$ cat config.mk
export PLATFORM = sky130hd
export DESIGN_NAME = harmonic_bandwidth_layer_select_unit
export DESIGN_NICKNAME = d
export VERILOG_FILES = /design/src/rtl/core/hbls_pkg.sv /design/src/rtl/core/hbls_divider.sv /design/src/rtl/core/hbls_sequencer.sv /design/src/rtl/core/hbls_datapath.sv /design/src/rtl/core/harmonic_bandwidth_layer_select_unit.sv
export SDC_FILE = /design/constraint.sdc
export NUM_CORES = 2
export LEC_CHECK = 0
export BUFFER_PORTS_ARGS = -buffer_cell sky130_fd_sc_hd__buf_2
export CORE_UTILIZATION = 45
export DETAILED_ROUTE_END_ITERATION = 7
export GPL_ROUTABILITY_DRIVEN = 0
export SLEW_MARGIN = 20
export SYNTH_ARGS = -nofsm -noshare
export SYNTH_HDL_FRONTEND = slang
export SYNTH_SLANG_ARGS = --single-unit
export TNS_END_PERCENT = 5
$ cat constraint.sdc
create_clock -name clock -period 7.5 [get_ports clock]
set_clock_uncertainty 0.15 [all_clocks]
set_input_delay 1.5 -clock clock [delete_from_list [all_inputs] [get_ports clock]]
set_output_delay 1.5 -clock clock [all_outputs]
set_load 0.02 [all_outputs]
$ cat src/rtl/core/hbls_pkg.sv
// hbls_pkg: shared types, constants and the microcode ROM of the bandwidth
// estimator / layer selector. No dependencies; imported by every module.
package hbls_pkg;

   localparam int DEF_WINDOW_DEPTH = 32;
   localparam int DEF_LAYER_LIMIT  = 16;

   // Field widths
   localparam int RATE_W     = 20;
   localparam int BYTES_W    = 24;
   localparam int MS_W       = 16;
   localparam int WIN_LEN_W  = 6;
   localparam int LAYER_W    = 4;
   localparam int BYTE_SHIFT = 3;                   // bytes -> bits
   localparam int PROD_W     = BYTES_W + BYTE_SHIFT;
   localparam int Q_SHIFT    = 40;                  // Q40 reciprocals
   localparam int RECIP_W    = Q_SHIFT + 1;

   localparam logic [RATE_W-1:0] RATE_MAX = {RATE_W{1'b1}};

   // Configuration port
   localparam int CSR_IDX_W  = 2;
   localparam int CSR_DATA_W = 20;
   localparam logic [CSR_IDX_W-1:0] CSR_MAX_BW  = 2'd0;
   localparam logic [CSR_IDX_W-1:0] CSR_INIT_BW = 2'd1;
   localparam logic [CSR_IDX_W-1:0] CSR_WIN_LEN = 2'd2;

   localparam logic [RATE_W-1:0]    RESET_MAX_BW  = 20'd300000;
   localparam logic [RATE_W-1:0]    RESET_INIT_BW = 20'd12000;
   localparam logic [WIN_LEN_W-1:0] RESET_WIN_LEN = 6'd20;

   localparam logic OP_MEASURE   = 1'b0;
   localparam logic OP_OFFER     = 1'b1;
   localparam logic KIND_MEASURE = 1'b0;
   localparam logic KIND_SELECT  = 1'b1;

   typedef struct packed {
      logic                operation;
      logic [BYTES_W-1:0]  sent_bytes;
      logic [MS_W-1:0]     elapsed_ms;
      logic [RATE_W-1:0]   layer_rate;
      logic                last_layer;
   } req_type;

   typedef struct packed {
      logic                result_kind;
      logic [RATE_W-1:0]   measured_rate;
      logic [RATE_W-1:0]   estimate;
      logic [LAYER_W-1:0]  chosen_layer;
      logic [RATE_W-1:0]   chosen_rate;
   } rsp_type;

   // Microcode
   localparam int PC_W = 4;
   typedef logic [PC_W-1:0] pc_type;

   localparam pc_type PC_IDLE    = 4'd0;
   localparam pc_type PC_RESTART = 4'd1;
   localparam pc_type PC_MEASURE = 4'd4;
   localparam pc_type PC_OFFER   = 4'd13;

   typedef enum logic [3:0] {
      UOP_NOP,
      UOP_DIV_INIT,
      UOP_INIT_COMMIT,
      UOP_DIV_RATE,
      UOP_RATE_LATCH,
      UOP_DIV_RECIP,
      UOP_WINDOW_UPDATE,
      UOP_DIV_MEAN,
      UOP_MEAS_EMIT,
      UOP_OFFER
   } uop_type;

   // NEXT: pc+1; ALWAYS: target; DIV_WAIT: hold while divider busy;
   // EMIT: hold while the output register is blocked, then target;
   // DISPATCH: idle step, picks an entry point.
   typedef enum logic [2:0] {
      COND_NEXT,
      COND_ALWAYS,
      COND_DIV_WAIT,
      COND_EMIT,
      COND_DISPATCH
   } cond_type;

   typedef struct packed {
      uop_type  uop;
      cond_type cond;
      pc_type   target;
   } ucode_type;

   typedef struct packed {
      logic div_busy;
      logic emit_block;
      logic restart_pending;
      logic req_fire;
      logic req_op;
   } seq_status_type;

   function automatic ucode_type ucode_rom(input pc_type pc);
      ucode_type word;
      word = '{uop: UOP_NOP, cond: COND_ALWAYS, target: PC_IDLE};
      case (pc)
         4'd0:  word = '{uop: UOP_NOP,           cond: COND_DISPATCH, target: PC_IDLE};
         // window restart: reciprocal of the seed sample
         4'd1:  word = '{uop: UOP_DIV_INIT,      cond: COND_NEXT,     target: PC_IDLE};
         4'd2:  word = '{uop: UOP_NOP,           cond: COND_DIV_WAIT, target: PC_IDLE};
         4'd3:  word = '{uop: UOP_INIT_COMMIT,   cond: COND_ALWAYS,   target: PC_IDLE};
         // measurement: rate, reciprocal, running sum, mean
         4'd4:  word = '{uop: UOP_DIV_RATE,      cond: COND_NEXT,     target: PC_IDLE};
         4'd5:  word = '{uop: UOP_NOP,           cond: COND_DIV_WAIT, target: PC_IDLE};
         4'd6:  word = '{uop: UOP_RATE_LATCH,    cond: COND_NEXT,     target: PC_IDLE};
         4'd7:  word = '{uop: UOP_DIV_RECIP,     cond: COND_NEXT,     target: PC_IDLE};
         4'd8:  word = '{uop: UOP_NOP,           cond: COND_DIV_WAIT, target: PC_IDLE};
         4'd9:  word = '{uop: UOP_WINDOW_UPDATE, cond: COND_NEXT,     target: PC_IDLE};
         4'd10: word = '{uop: UOP_DIV_MEAN,      cond: COND_NEXT,     target: PC_IDLE};
         4'd11: word = '{uop: UOP_NOP,           cond: COND_DIV_WAIT, target: PC_IDLE};
         4'd12: word = '{uop: UOP_MEAS_EMIT,     cond: COND_EMIT,     target: PC_IDLE};
         // layer offer
         4'd13: word = '{uop: UOP_OFFER,         cond: COND_EMIT,     target: PC_IDLE};
         default: word = '{uop: UOP_NOP, cond: COND_ALWAYS, target: PC_IDLE};
      endcase
      return word;
   endfunction

endpackage

$ cat src/rtl/core/hbls_divider.sv
// hbls_divider: shared restoring divider, one quotient bit per cycle.
// Numerator comes in left-aligned with its bit count. Uses hbls_pkg.
module hbls_divider #(
   parameter int DIV_W = 46
) (
   input  logic                         clock,
   input  logic                         reset,
   input  logic                         start,
   input  logic [DIV_W-1:0]             num,
   input  logic [$clog2(DIV_W+1)-1:0]   steps,
   input  logic [DIV_W-1:0]             den,
   output logic                         busy,
   output logic [DIV_W-1:0]             quo
);
   import hbls_pkg::*;

   localparam int STEP_W = $clog2(DIV_W + 1);

   logic              busy_ff, busy_in;
   logic [STEP_W-1:0] cnt_ff, cnt_in;
   logic [DIV_W-1:0]  rem_ff, rem_in;
   logic [DIV_W-1:0]  quo_ff, quo_in;
   logic [DIV_W-1:0]  den_ff, den_in;

   logic [DIV_W:0] shifted;
   logic [DIV_W:0] diff;
   logic           fits;

   assign shifted = {rem_ff, quo_ff[DIV_W-1]};
   assign diff    = shifted - {1'b0, den_ff};
   assign fits    = shifted >= {1'b0, den_ff};

   always_comb begin
      busy_in = busy_ff;
      cnt_in  = cnt_ff;
      rem_in  = rem_ff;
      quo_in  = quo_ff;
      den_in  = den_ff;
      if (start) begin
         busy_in = 1'b1;
         cnt_in  = steps;
         rem_in  = '0;
         quo_in  = num;
         den_in  = den;
      end else if (busy_ff) begin
         // quotient bits shift in at the bottom as the numerator leaves the top
         rem_in = fits ? diff[DIV_W-1:0] : shifted[DIV_W-1:0];
         quo_in = {quo_ff[DIV_W-2:0], fits};
         cnt_in = cnt_ff - STEP_W'(1);
         if (cnt_ff == STEP_W'(1)) begin
            busy_in = 1'b0;
         end
      end
   end

   always_ff @(posedge clock) begin
      if (reset) begin
         busy_ff <= 1'b0;
         cnt_ff  <= '0;
      end else begin
         busy_ff <= busy_in;
         cnt_ff  <= cnt_in;
      end
      rem_ff <= rem_in;
      quo_ff <= quo_in;
      den_ff <= den_in;
   end

   assign busy = busy_ff;
   assign quo  = quo_ff;

endmodule

$ cat src/rtl/core/hbls_sequencer.sv
// hbls_sequencer: step counter and microcode ROM lookup with conditional jumps.
// Uses hbls_pkg for the control word, status struct and ROM.
module hbls_sequencer (
   input  logic                     clock,
   input  logic                     reset,
   input  hbls_pkg::seq_status_type status,
   output hbls_pkg::ucode_type      ctrl
);
   import hbls_pkg::*;

   pc_type    pc_ff, pc_in;
   ucode_type word;

   assign word = ucode_rom(pc_ff);
   assign ctrl = word;

   always_comb begin
      pc_in = pc_ff;
      case (word.cond)
         COND_NEXT:     pc_in = pc_ff + pc_type'(1);
         COND_ALWAYS:   pc_in = word.target;
         COND_DIV_WAIT: pc_in = status.div_busy ? pc_ff : pc_ff + pc_type'(1);
         COND_EMIT:     pc_in = status.emit_block ? pc_ff : word.target;
         COND_DISPATCH: begin
            if (status.restart_pending) begin
               pc_in = PC_RESTART;
            end else if (status.req_fire) begin
               pc_in = (status.req_op == OP_OFFER) ? PC_OFFER : PC_MEASURE;
            end
         end
         default:       pc_in = PC_IDLE;
      endcase
   end

   always_ff @(posedge clock) begin
      if (reset) begin
         pc_ff <= PC_IDLE;
      end else begin
         pc_ff <= pc_in;
      end
   end

endmodule

$ cat src/rtl/core/hbls_datapath.sv
// hbls_datapath: config registers, reciprocal ring memory, running sum,
// layer selection and the output register. Driven by hbls_sequencer control
// words; uses hbls_divider through its ports and hbls_pkg.
module hbls_datapath #(
   parameter int WINDOW_DEPTH = hbls_pkg::DEF_WINDOW_DEPTH,
   parameter int LAYER_LIMIT  = hbls_pkg::DEF_LAYER_LIMIT,
   parameter int SUM_W        = hbls_pkg::RECIP_W + $clog2(hbls_pkg::DEF_WINDOW_DEPTH)
) (
   input  logic                              clock,
   input  logic                              reset,
   input  logic                              req_valid,
   output logic                              req_stall,
   input  hbls_pkg::req_type                 req_data,
   output logic                              rsp_valid,
   input  logic                              rsp_stall,
   output hbls_pkg::rsp_type                 rsp_data,
   input  logic                              csr_valid,
   output logic                              csr_ready,
   input  logic [hbls_pkg::CSR_IDX_W-1:0]    csr_index,
   input  logic [hbls_pkg::CSR_DATA_W-1:0]   csr_wdata,
   input  hbls_pkg::ucode_type               ctrl,
   output hbls_pkg::seq_status_type          status,
   output logic                              div_start,
   output logic [SUM_W-1:0]                  div_num,
   output logic [$clog2(SUM_W+1)-1:0]        div_steps,
   output logic [SUM_W-1:0]                  div_den,
   input  logic                              div_busy,
   input  logic [SUM_W-1:0]                  div_quo
);
   import hbls_pkg::*;

   localparam int STEP_W = $clog2(SUM_W + 1);
   localparam int IDX_W  = (WINDOW_DEPTH > 1) ? $clog2(WINDOW_DEPTH) : 1;
   localparam int CNT_W  = $clog2(WINDOW_DEPTH + 1);
   localparam int CMP_W  = (CNT_W > WIN_LEN_W) ? CNT_W : WIN_LEN_W;
   localparam int LI_W   = (LAYER_LIMIT > 1) ? $clog2(LAYER_LIMIT) : 1;

   localparam logic [CMP_W-1:0] DEPTH_CMP  = CMP_W'(WINDOW_DEPTH);
   localparam logic [CNT_W:0]   DEPTH_WRAP = (CNT_W+1)'(WINDOW_DEPTH);
   localparam logic [IDX_W-1:0] LAST_SLOT  = IDX_W'(WINDOW_DEPTH - 1);
   localparam logic [LI_W-1:0]  LAST_OFFER = LI_W'(LAYER_LIMIT - 1);
   localparam logic [SUM_W-1:0] RECIP_ONE  = {1'b1, {(SUM_W-1){1'b0}}};

   // registers
   logic [RATE_W-1:0]    max_bw_ff, max_bw_in;
   logic [RATE_W-1:0]    init_bw_ff, init_bw_in;
   logic [WIN_LEN_W-1:0] win_len_ff, win_len_in;
   logic                 pending_ff, pending_in;
   req_type              item_ff, item_in;
   logic [RATE_W-1:0]    rate_ff, rate_in;
   logic [IDX_W-1:0]     head_ff, head_in;
   logic [CNT_W-1:0]     count_ff, count_in;
   logic [CNT_W-1:0]     zcount_ff, zcount_in;
   logic [SUM_W-1:0]     sum_ff, sum_in;
   logic [RATE_W-1:0]    est_ff, est_in;
   logic [LI_W-1:0]      offer_idx_ff, offer_idx_in;
   logic [LI_W-1:0]      best_layer_ff, best_layer_in;
   logic [RATE_W-1:0]    best_rate_ff, best_rate_in;
   logic                 full_ff, full_in;
   logic                 rsp_valid_ff, rsp_valid_in;
   rsp_type              rsp_ff, rsp_in;

   // reciprocal ring
   logic [RECIP_W-1:0]   ring_mem [WINDOW_DEPTH];
   logic [RECIP_W-1:0]   ring_rd_ff;
   logic                 mem_we, mem_re;
   logic [IDX_W-1:0]     mem_waddr;

   logic                 idle, csr_fire, req_fire, out_blocked, emit_block, step_go;
   logic [RATE_W-1:0]    rate_cap, est_calc;
   logic [RECIP_W-1:0]   recip_new;
   logic [CMP_W-1:0]     win_x, eff_x;
   logic                 evict;
   logic [CNT_W:0]       tail_sum, tail_wrap;
   logic [IDX_W-1:0]     tail_idx, head_inc;
   logic                 take;
   logic [LI_W-1:0]      best_layer_nx;
   logic [RATE_W-1:0]    best_rate_nx;

   // handshakes
   assign idle        = ctrl.cond == COND_DISPATCH;
   assign csr_ready   = idle;
   assign csr_fire    = csr_valid && idle;
   assign req_stall   = !(idle && !pending_ff && !csr_valid);
   assign req_fire    = req_valid && !req_stall;
   assign out_blocked = rsp_valid_ff && rsp_stall;
   assign emit_block  = out_blocked && ((ctrl.uop == UOP_MEAS_EMIT) ||
                                        (ctrl.uop == UOP_OFFER && item_ff.last_layer));
   assign step_go     = !emit_block;

   assign status = '{div_busy: div_busy, emit_block: emit_block,
                     restart_pending: pending_ff, req_fire: req_fire,
                     req_op: req_data.operation};

   // divider command
   always_comb begin
      div_start = ctrl.uop inside {UOP_DIV_INIT, UOP_DIV_RATE, UOP_DIV_RECIP, UOP_DIV_MEAN};
      div_num   = '0;
      div_steps = '0;
      div_den   = '0;
      case (ctrl.uop)
         UOP_DIV_INIT: begin
            div_num   = RECIP_ONE;
            div_steps = STEP_W'(RECIP_W);
            div_den   = SUM_W'(init_bw_ff);
         end
         UOP_DIV_RATE: begin
            // zero time divides to all ones, which the cap turns into max
            div_num   = {item_ff.sent_bytes, {BYTE_SHIFT{1'b0}}, {(SUM_W-PROD_W){1'b0}}};
            div_steps = STEP_W'(PROD_W);
            div_den   = SUM_W'(item_ff.elapsed_ms);
         end
         UOP_DIV_RECIP: begin
            div_num   = RECIP_ONE;
            div_steps = STEP_W'(RECIP_W);
            div_den   = SUM_W'(rate_ff);
         end
         UOP_DIV_MEAN: begin
            div_num   = SUM_W'(count_ff) << Q_SHIFT;
            div_steps = STEP_W'(SUM_W);
            div_den   = sum_ff;
         end
         default: begin
            div_num   = '0;
         end
      endcase
   end

   // quotient interpretation; a zero sample is stored as a zero reciprocal
   always_comb begin
      rate_cap  = (div_quo > SUM_W'(max_bw_ff)) ? max_bw_ff : div_quo[RATE_W-1:0];
      est_calc  = (zcount_ff != '0) ? '0 :
                  (div_quo > SUM_W'(RATE_MAX)) ? RATE_MAX : div_quo[RATE_W-1:0];
      if (ctrl.uop == UOP_INIT_COMMIT) begin
         recip_new = (init_bw_ff == '0) ? '0 : div_quo[RECIP_W-1:0];
      end else begin
         recip_new = (rate_ff == '0) ? '0 : div_quo[RECIP_W-1:0];
      end
   end

   // window bookkeeping
   always_comb begin
      win_x = CMP_W'(win_len_ff);
      if (win_x == '0) begin
         eff_x = CMP_W'(1);
      end else if (win_x > DEPTH_CMP) begin
         eff_x = DEPTH_CMP;
      end else begin
         eff_x = win_x;
      end
      evict     = CMP_W'(count_ff) >= eff_x;
      tail_sum  = (CNT_W+1)'(head_ff) + (CNT_W+1)'(count_ff);
      tail_wrap = (tail_sum >= DEPTH_WRAP) ? tail_sum - DEPTH_WRAP : tail_sum;
      tail_idx  = tail_wrap[IDX_W-1:0];
      head_inc  = (head_ff == LAST_SLOT) ? '0 : head_ff + IDX_W'(1);
   end

   // layer selection
   always_comb begin
      take          = !full_ff && ((offer_idx_ff == '0) || (item_ff.layer_rate <= est_ff));
      best_layer_nx = take ? offer_idx_ff : best_layer_ff;
      best_rate_nx  = take ? item_ff.layer_rate : best_rate_ff;
   end

   assign mem_we    = step_go && ((ctrl.uop == UOP_INIT_COMMIT) ||
                                  (ctrl.uop == UOP_WINDOW_UPDATE));
   assign mem_re    = ctrl.uop == UOP_RATE_LATCH;
   assign mem_waddr = (ctrl.uop == UOP_INIT_COMMIT) ? '0 : tail_idx;

   always_ff @(posedge clock) begin
      if (mem_we) begin
         ring_mem[mem_waddr] <= recip_new;
      end
      if (mem_re) begin
         ring_rd_ff <= ring_mem[head_ff];
      end
   end

   // next state
   always_comb begin
      max_bw_in     = max_bw_ff;
      init_bw_in    = init_bw_ff;
      win_len_in    = win_len_ff;
      pending_in    = pending_ff;
      item_in       = item_ff;
      rate_in       = rate_ff;
      head_in       = head_ff;
      count_in      = count_ff;
      zcount_in     = zcount_ff;
      sum_in        = sum_ff;
      est_in        = est_ff;
      offer_idx_in  = offer_idx_ff;
      best_layer_in = best_layer_ff;
      best_rate_in  = best_rate_ff;
      full_in       = full_ff;
      rsp_valid_in  = out_blocked;
      rsp_in        = rsp_ff;

      if (req_fire) begin
         item_in = req_data;
      end

      if (idle && pending_ff) begin
         pending_in = 1'b0;
      end
      if (csr_fire) begin
         case (csr_index)
            CSR_MAX_BW:  max_bw_in  = csr_wdata[RATE_W-1:0];
            CSR_INIT_BW: begin
               init_bw_in = csr_wdata[RATE_W-1:0];
               pending_in = 1'b1;
            end
            CSR_WIN_LEN: win_len_in = csr_wdata[WIN_LEN_W-1:0];
            default:     pending_in = pending_in;
         endcase
      end

      if (step_go) begin
         case (ctrl.uop)
            UOP_INIT_COMMIT: begin
               // seed sample alone: mean of one sample is the sample
               head_in   = '0;
               count_in  = CNT_W'(1);
               zcount_in = CNT_W'(init_bw_ff == '0);
               sum_in    = SUM_W'(recip_new);
               est_in    = init_bw_ff;
            end
            UOP_RATE_LATCH: begin
               rate_in = rate_cap;
            end
            UOP_WINDOW_UPDATE: begin
               sum_in    = sum_ff + SUM_W'(recip_new) -
                           (evict ? SUM_W'(ring_rd_ff) : '0);
               zcount_in = zcount_ff + CNT_W'(rate_ff == '0) -
                           CNT_W'(evict && (ring_rd_ff == '0));
               if (evict) begin
                  head_in = head_inc;
               end else begin
                  count_in = count_ff + CNT_W'(1);
               end
            end
            UOP_MEAS_EMIT: begin
               est_in       = est_calc;
               rsp_valid_in = 1'b1;
               rsp_in       = '{result_kind: KIND_MEASURE, measured_rate: rate_ff,
                                estimate: est_calc, chosen_layer: '0, chosen_rate: '0};
            end
            UOP_OFFER: begin
               if (item_ff.last_layer) begin
                  rsp_valid_in  = 1'b1;
                  rsp_in        = '{result_kind: KIND_SELECT, measured_rate: '0,
                                    estimate: est_ff,
                                    chosen_layer: LAYER_W'(best_layer_nx),
                                    chosen_rate: best_rate_nx};
                  offer_idx_in  = '0;
                  best_layer_in = '0;
                  best_rate_in  = '0;
                  full_in       = 1'b0;
               end else begin
                  best_layer_in = best_layer_nx;
                  best_rate_in  = best_rate_nx;
                  if (!full_ff) begin
                     if (offer_idx_ff == LAST_OFFER) begin
                        full_in = 1'b1;
                     end else begin
                        offer_idx_in = offer_idx_ff + LI_W'(1);
                     end
                  end
               end
            end
            default: begin
               rate_in = rate_ff;
            end
         endcase
      end
   end

   always_ff @(posedge clock) begin
      if (reset) begin
         max_bw_ff     <= RESET_MAX_BW;
         init_bw_ff    <= RESET_INIT_BW;
         win_len_ff    <= RESET_WIN_LEN;
         pending_ff    <= 1'b1;           // seed reciprocal computed after reset
         head_ff       <= '0;
         count_ff      <= CNT_W'(1);
         zcount_ff     <= '0;
         est_ff        <= RESET_INIT_BW;
         offer_idx_ff  <= '0;
         best_layer_ff <= '0;
         best_rate_ff  <= '0;
         full_ff       <= 1'b0;
         rsp_valid_ff  <= 1'b0;
      end else begin
         max_bw_ff     <= max_bw_in;
         init_bw_ff    <= init_bw_in;
         win_len_ff    <= win_len_in;
         pending_ff    <= pending_in;
         head_ff       <= head_in;
         count_ff      <= count_in;
         zcount_ff     <= zcount_in;
         est_ff        <= est_in;
         offer_idx_ff  <= offer_idx_in;
         best_layer_ff <= best_layer_in;
         best_rate_ff  <= best_rate_in;
         full_ff       <= full_in;
         rsp_valid_ff  <= rsp_valid_in;
      end
      item_ff <= item_in;
      rate_ff <= rate_in;
      sum_ff  <= sum_in;
      rsp_ff  <= rsp_in;
   end

   assign rsp_valid = rsp_valid_ff;
   assign rsp_data  = rsp_ff;

endmodule

$ cat src/rtl/core/harmonic_bandwidth_layer_select_unit.sv
// harmonic_bandwidth_layer_select_unit: top level of the harmonic-mean bandwidth
// estimator with layer selection. Instantiates hbls_sequencer, hbls_datapath
// and hbls_divider; uses hbls_pkg.
//
//   channel  direction  handshake        payload
//   req_     in         valid / stall    hbls_pkg::req_type
//   rsp_     out        valid / stall    hbls_pkg::rsp_type
//   csr_     in         valid / ready    csr_index, csr_wdata
//
// A measurement makes three passes through the bit-serial divider: rate,
// Q40 reciprocal, mean. After reset and after each initial_bandwidth write
// a restart computes the seed reciprocal; req_stall stays high meanwhile.
// A finished result sits in the output register while the next transaction is
// taken; the sequencer only holds when a second result is due.
module harmonic_bandwidth_layer_select_unit #(
   parameter int WINDOW_DEPTH = hbls_pkg::DEF_WINDOW_DEPTH,
   parameter int LAYER_LIMIT  = hbls_pkg::DEF_LAYER_LIMIT
) (
   input  logic                              clock,
   input  logic                              reset,
   input  logic                              req_valid,
   output logic                              req_stall,
   input  hbls_pkg::req_type                 req_data,
   output logic                              rsp_valid,
   input  logic                              rsp_stall,
   output hbls_pkg::rsp_type                 rsp_data,
   input  logic                              csr_valid,
   output logic                              csr_ready,
   input  logic [hbls_pkg::CSR_IDX_W-1:0]    csr_index,
   input  logic [hbls_pkg::CSR_DATA_W-1:0]   csr_wdata
);
   import hbls_pkg::*;

   // running sum of up to WINDOW_DEPTH Q40 reciprocals
   localparam int SUM_W  = RECIP_W + $clog2(WINDOW_DEPTH);
   localparam int STEP_W = $clog2(SUM_W + 1);

   ucode_type         ctrl;
   seq_status_type    status;
   logic              div_start;
   logic [SUM_W-1:0]  div_num;
   logic [STEP_W-1:0] div_steps;
   logic [SUM_W-1:0]  div_den;
   logic              div_busy;
   logic [SUM_W-1:0]  div_quo;

   hbls_sequencer u_sequencer (
      .clock  (clock),
      .reset  (reset),
      .status (status),
      .ctrl   (ctrl)
   );

   hbls_datapath #(
      .WINDOW_DEPTH (WINDOW_DEPTH),
      .LAYER_LIMIT  (LAYER_LIMIT),
      .SUM_W        (SUM_W)
   ) u_datapath (
      .clock     (clock),
      .reset     (reset),
      .req_valid (req_valid),
      .req_stall (req_stall),
      .req_data  (req_data),
      .rsp_valid (rsp_valid),
      .rsp_stall (rsp_stall),
      .rsp_data  (rsp_data),
      .csr_valid (csr_valid),
      .csr_ready (csr_ready),
      .csr_index (csr_index),
      .csr_wdata (csr_wdata),
      .ctrl      (ctrl),
      .status    (status),
      .div_start (div_start),
      .div_num   (div_num),
      .div_steps (div_steps),
      .div_den   (div_den),
      .div_busy  (div_busy),
      .div_quo   (div_quo)
   );

   hbls_divider #(
      .DIV_W (SUM_W)
   ) u_divider (
      .clock (clock),
      .reset (reset),
      .start (div_start),
      .num   (div_num),
      .steps (div_steps),
      .den   (div_den),
      .busy  (div_busy),
      .quo   (div_quo)
   );

endmodule
==> impl_summary.log <==
[metrics] diode count: 0
[metrics] number of cell rows: 152
[metrics] hold depth: 1
[metrics] Remaining Overflow, GRT: 0
[metrics] Max-Cap Viols: 0
[metrics] Routed Antenna Nets: 0
[metrics] Max clock buf depth: 3
[metrics] via count of the routed design: roughly 44000
[metrics] number of endpoints with negative hold slack in the final report: 0
[metrics] post-layout worst setup margin: 0.768 ns
[metrics] synthesized area per cell: roughly 16 um2
[metrics] maximum fanout count along the critical path: 39
[metrics] source of the worst register-to-register timing path: u_datapath.win_len_ff[1]
[metrics] first-pass iteration count of the detailed router: 7
[metrics] CTS sink cnt: between 1500 and 2000
[metrics] number of flops mapped to enable cells by yosys: about 1600
[metrics] wire length of the first global-routing pass: 293 mm
[metrics] die area: between 150000 and 200000 um2
[metrics] sequential-to-total area share from yosys stat: approximately two thirds
[metrics] Total Neg Setup Slack: 0 ns
[metrics] count of nets after finishing: 5314
[metrics] Leakage: about 30 nW
[metrics] Worst Setup End Kind: flop
[metrics] depth of the CTS H-tree: 4
[metrics] clock buffer count from CTS: 186
[metrics] detailed-route wire length per cell: roughly 27 um
[metrics] Hold Path Sink: u_datapath.best_layer_ff[1]
[metrics] total DRC errors in the routed layout: 0
[metrics] number of warnings printed during yosys synthesis: 0
[metrics] core area: 172000 um2
[metrics] Yosys top cell by area: sky130_fd_sc_hd__edfxtp_1
[metrics] fmax: 149 MHz
[metrics] Worst Reg2Reg Path Length in Cells: 24
[metrics] Pwr per Cell Area: approximately 340 nW/um2
[metrics] buffer cell driving the clock tree root: sky130_fd_sc_hd__clkbuf_16
[metrics] Worst-Margin Slew: between 1 and 1.5 ns
[metrics] clock transition time at the flip-flop clock pins of the worst setup and hold paths: around 0.060 ns
[metrics] synthesized flop and latch total: between 1500 and 2000
[metrics] quantity of gates resized following cts: 0
[metrics] floorplan die height: roughly 420 um
[metrics] R2R setup slack: about 0.77 ns
[metrics] Tcrit/Tclk final: between 80% and 90%
[metrics] count of filler cells inserted in the layout: between 10000 and 15000
[metrics] cts-stage hold buffer count: 0
[metrics] critical setup path kind: flop to flop
[metrics] Global Route Usage Sum: a little under a quarter
[metrics] overall die width: about 420 um
[metrics] P&R area growth vs syn: 12.2%
[metrics] required time reported for the critical path endpoint: between 7 and 8 ns
[metrics] worst hold path class: flop to flop
[metrics] sort of element at the start of the critical path: flop
[metrics] total area of sequential cells: approximately 53000 um2
[metrics] final WL: between 150 and 200 mm
[metrics] # Post-CTS Setup Buffers: 0
[metrics] largest cells by area after synthesis: sky130_fd_sc_hd__edfxtp_1 (63%), sky130_fd_sc_hd__mux4_2 (12%), sky130_fd_sc_hd__dfxtp_1 (4.6%), sky130_fd_sc_hd__ha_1 (2.6%), sky130_fd_sc_hd__inv_1 (1.5%)
[metrics] RSZ-0062 raised after global routing: no
[metrics] worst-case headroom to the max-slew limit: 23.7%
[metrics] post-synthesis net count: 5128
[metrics] area used by multi-input combinational logic: around 24000 um2
[metrics] fin crit period: between 6 and 7 ns
[metrics] clock latency on the worst-skew pair: 0.85 ns
[metrics] prevailing post-synth register cell: sky130_fd_sc_hd__edfxtp_1
[metrics] Final Setup Violations: 0
[metrics] Hold Startpoint: u_datapath.best_layer_ff[1]
[metrics] TritonCTS clock tree: built
[metrics] number of antenna violations at the first check in global routing: 5
[metrics] Starting Density: between 40% and 50%
[metrics] status: completed
[metrics] worst voltage drop across the vdd grid: 0.000278 V
[metrics] layout cells sized above 1: 20.3%
[metrics] cell count after synthesis: between 4000 and 5000
[metrics] number of global-route vias before repair: 43200
[metrics] count of cell types in the netlist: 76
[metrics] r2r endpoint: u_datapath.sum_ff[37]
[metrics] number of buffers added on ports: between 150 and 200
[metrics] worst setup slack after placement: ~0.84 ns
[metrics] Yosys top cell area share: 62.8%
[metrics] 1st-iter DRT viols: 4999
[metrics] I/O pins: about 160
[metrics] Final Max Slew Viols: 0
[metrics] area of the mapped netlist: just under 80000 um2
[metrics] data arrival time of the critical path: between 7 and 8 ns
[metrics] end-of-flow core utilization: 51.0%
[metrics] half-perimeter wire length after detailed placement: ~120 mm
[metrics] maximum number of pins on one net before global-route repair: approximately 130
[metrics] per-cell via count in the routed design: a little under 6
[metrics] share of synthesized registers carrying an async set or reset: 0%
-- area by class of cell --
type	count	share of cell area [%]
clock buffers	233	5.58
clock inverters	110	0.982
repair buffers	240	1.73
well taps	2310	3.29
flip-flops and latches	1815	60.1
multi-input cells	2457	27.0
inverters	319	1.37
-- power breakdown --
group / internal (mW) / switching, mW
Sequential: 12.9 / 0.587
Clock: 4.84 / 3.95
Combinational: 2.62 / 5.22
-- cell families (layout without fill, tap and decap cells) --
kind of cell               Yosys count  in the layout  synth area share (%)
DFF                               1815           1815                  67.4
and+or+nand+nor                    873            873                  5.27
AOI/OAI and AO/OA                  752            752                  6.34
buffers and inverters              561            902                  2.74
muxes                              539            539                  13.6
adders and majority gates          206            206                  3.72
xor gates and xnor gates            87             87                 0.974
-- Yosys cell counts, types with 34 or more instances --
cell type                  number
sky130_fd_sc_hd__nor3_1        50
sky130_fd_sc_hd__nor2_1       235
sky130_fd_sc_hd__xnor2_1       47
sky130_fd_sc_hd__nand2_1      285
sky130_fd_sc_hd__nand4_1       34
sky130_fd_sc_hd__ha_1         162
sky130_fd_sc_hd__dfxtp_1      178
sky130_fd_sc_hd__edfxtp_1    1637
sky130_fd_sc_hd__a22oi_1       39
sky130_fd_sc_hd__mux2i_1       64
sky130_fd_sc_hd__a21oi_1      176
sky130_fd_sc_hd__and2_1        97
sky130_fd_sc_hd__fa_1          44
sky130_fd_sc_hd__mux2_2        65
sky130_fd_sc_hd__a211oi_1      69
sky130_fd_sc_hd__buf_1         34
sky130_fd_sc_hd__a22o_1        42
sky130_fd_sc_hd__xor2_1        40
sky130_fd_sc_hd__a21o_1        89
sky130_fd_sc_hd__inv_1        317
sky130_fd_sc_hd__o21ai_0      158
sky130_fd_sc_hd__clkbuf_1     192
sky130_fd_sc_hd__mux4_2       410
-- per-layer routing --
| metal | vias up | wire [um] | track usage [%] |
|---|---|---|---|
| met5 | - | 17 | 0 |
| met4 | 4 | 5460 | 6.74 |
| met3 | 319 | 14200 | 3.78 |
| met2 | 1630 | 96800 | 37.3 |
| met1 | 22500 | 83400 | 31.6 |
| li1 | 19200 | - | - |
-- flip-flops by register name (all words and copies together), names as in the netlist, 4 cells and up --
signal	count
u_divider.cnt_ff	6
u_datapath.item_ff	61
u_datapath.zcount_ff	6
u_datapath.best_rate_ff	20
u_datapath.sum_ff	46
u_datapath.offer_idx_ff	4
u_datapath.count_ff	6
u_divider.den_ff	46
u_divider.quo	46
u_divider.rem_ff	46
u_datapath.rsp_data	65
u_datapath.ring_mem	1312
u_sequencer.ctrl	7
u_datapath.init_bw_ff	20
u_datapath.rate_ff	20
u_datapath.best_layer_ff	4
u_datapath.max_bw_ff	20
u_datapath.head_ff	5
u_datapath.est_ff	20
u_sequencer.pc_ff	4
u_datapath.ring_rd_ff	41
u_datapath.win_len_ff	6
-- cell usage in the layout, fill, tap and decap left out, types with 18 or more instances in the layout --
master / n
sky130_fd_sc_hd__nor3_1: 45
sky130_fd_sc_hd__xor2_1: 40
sky130_fd_sc_hd__inv_1: 308
sky130_fd_sc_hd__clkinv_2: 39
sky130_fd_sc_hd__mux2i_1: 64
sky130_fd_sc_hd__a21o_1: 89
sky130_fd_sc_hd__a211oi_1: 69
sky130_fd_sc_hd__o21bai_1: 24
sky130_fd_sc_hd__fa_1: 44
sky130_fd_sc_hd__buf_2: 155
sky130_fd_sc_hd__xnor2_1: 47
sky130_fd_sc_hd__a22o_1: 42
sky130_fd_sc_hd__and2_1: 97
sky130_fd_sc_hd__nand4_1: 34
sky130_fd_sc_hd__o21ai_0: 157
sky130_fd_sc_hd__nor2_4: 34
sky130_fd_sc_hd__ha_1: 162
sky130_fd_sc_hd__a22oi_1: 39
sky130_fd_sc_hd__clkbuf_1: 41
sky130_fd_sc_hd__a21oi_1: 173
sky130_fd_sc_hd__mux4_2: 410
sky130_fd_sc_hd__nand3_1: 33
sky130_fd_sc_hd__edfxtp_1: 1637
sky130_fd_sc_hd__clkbuf_16: 187
sky130_fd_sc_hd__nand2b_1: 18
sky130_fd_sc_hd__dfxtp_1: 172
sky130_fd_sc_hd__o21a_1: 21
sky130_fd_sc_hd__a211o_1: 23
sky130_fd_sc_hd__buf_4: 77
sky130_fd_sc_hd__clkinv_1: 52
sky130_fd_sc_hd__nor2_1: 199
sky130_fd_sc_hd__nor4_1: 31
sky130_fd_sc_hd__mux2_2: 65
sky130_fd_sc_hd__nand2_1: 285
sky130_fd_sc_hd__a31oi_1: 19
-- worst max path at each step --
stage	depth (start not counted)	from	end	slack, ns
after floorplan	26	u_datapath.win_len_ff[1]	u_datapath.sum_ff[37]	2.01
after CTS	24	u_datapath.win_len_ff[1]	u_datapath.sum_ff[37]	0.80
after global routing	24	u_datapath.win_len_ff[1]	u_datapath.sum_ff[37]	0.41
final	24	u_datapath.win_len_ff[1]	u_datapath.sum_ff[37]	0.77
after global placement	24	u_datapath.win_len_ff[1]	u_datapath.sum_ff[37]	0.86
after detailed placement	24	u_datapath.win_len_ff[1]	u_datapath.sum_ff[37]	0.84
-- critical path, stage by stage (launching register included) --
cell and delay (ns):
sky130_fd_sc_hd__dfxtp_1 0.32, sky130_fd_sc_hd__nor4_1 0.30, sky130_fd_sc_hd__nor2_1 0.07, sky130_fd_sc_hd__nor2_1 0.10, sky130_fd_sc_hd__ha_1 0.23, sky130_fd_sc_hd__nand2b_1 0.15
sky130_fd_sc_hd__a21o_1 0.18, sky130_fd_sc_hd__a21o_1 0.17, sky130_fd_sc_hd__a21o_1 0.17, sky130_fd_sc_hd__a21o_1 0.18, sky130_fd_sc_hd__a21o_1 0.26, sky130_fd_sc_hd__buf_4 0.27
sky130_fd_sc_hd__and2_1 0.21, sky130_fd_sc_hd__fa_1 0.47, sky130_fd_sc_hd__inv_1 0.04, sky130_fd_sc_hd__ha_1 0.38, sky130_fd_sc_hd__a21oi_1 0.27, sky130_fd_sc_hd__a211oi_1 0.12
sky130_fd_sc_hd__a2111oi_0 0.80, sky130_fd_sc_hd__a211oi_1 0.29, sky130_fd_sc_hd__o221ai_1 0.40, sky130_fd_sc_hd__a31oi_1 0.36, sky130_fd_sc_hd__a31oi_1 0.31, sky130_fd_sc_hd__xor2_1 0.16
sky130_fd_sc_hd__o21ai_0 0.08
-- metrics by stage --
step                      hold slack, ns  instances  total power, mW  area, um2
after global placement             0.305       7136             21.3      81900
after global routing               0.335       7484             31.6      87800
after detailed placement           0.303       7140             21.4      82000
after floorplan                    0.292       4833             19.0      78200
final                              0.320       7484             30.1      87800
after CTS                          0.325       7483             30.2      87800
Power figures use the tool's default switching activity.
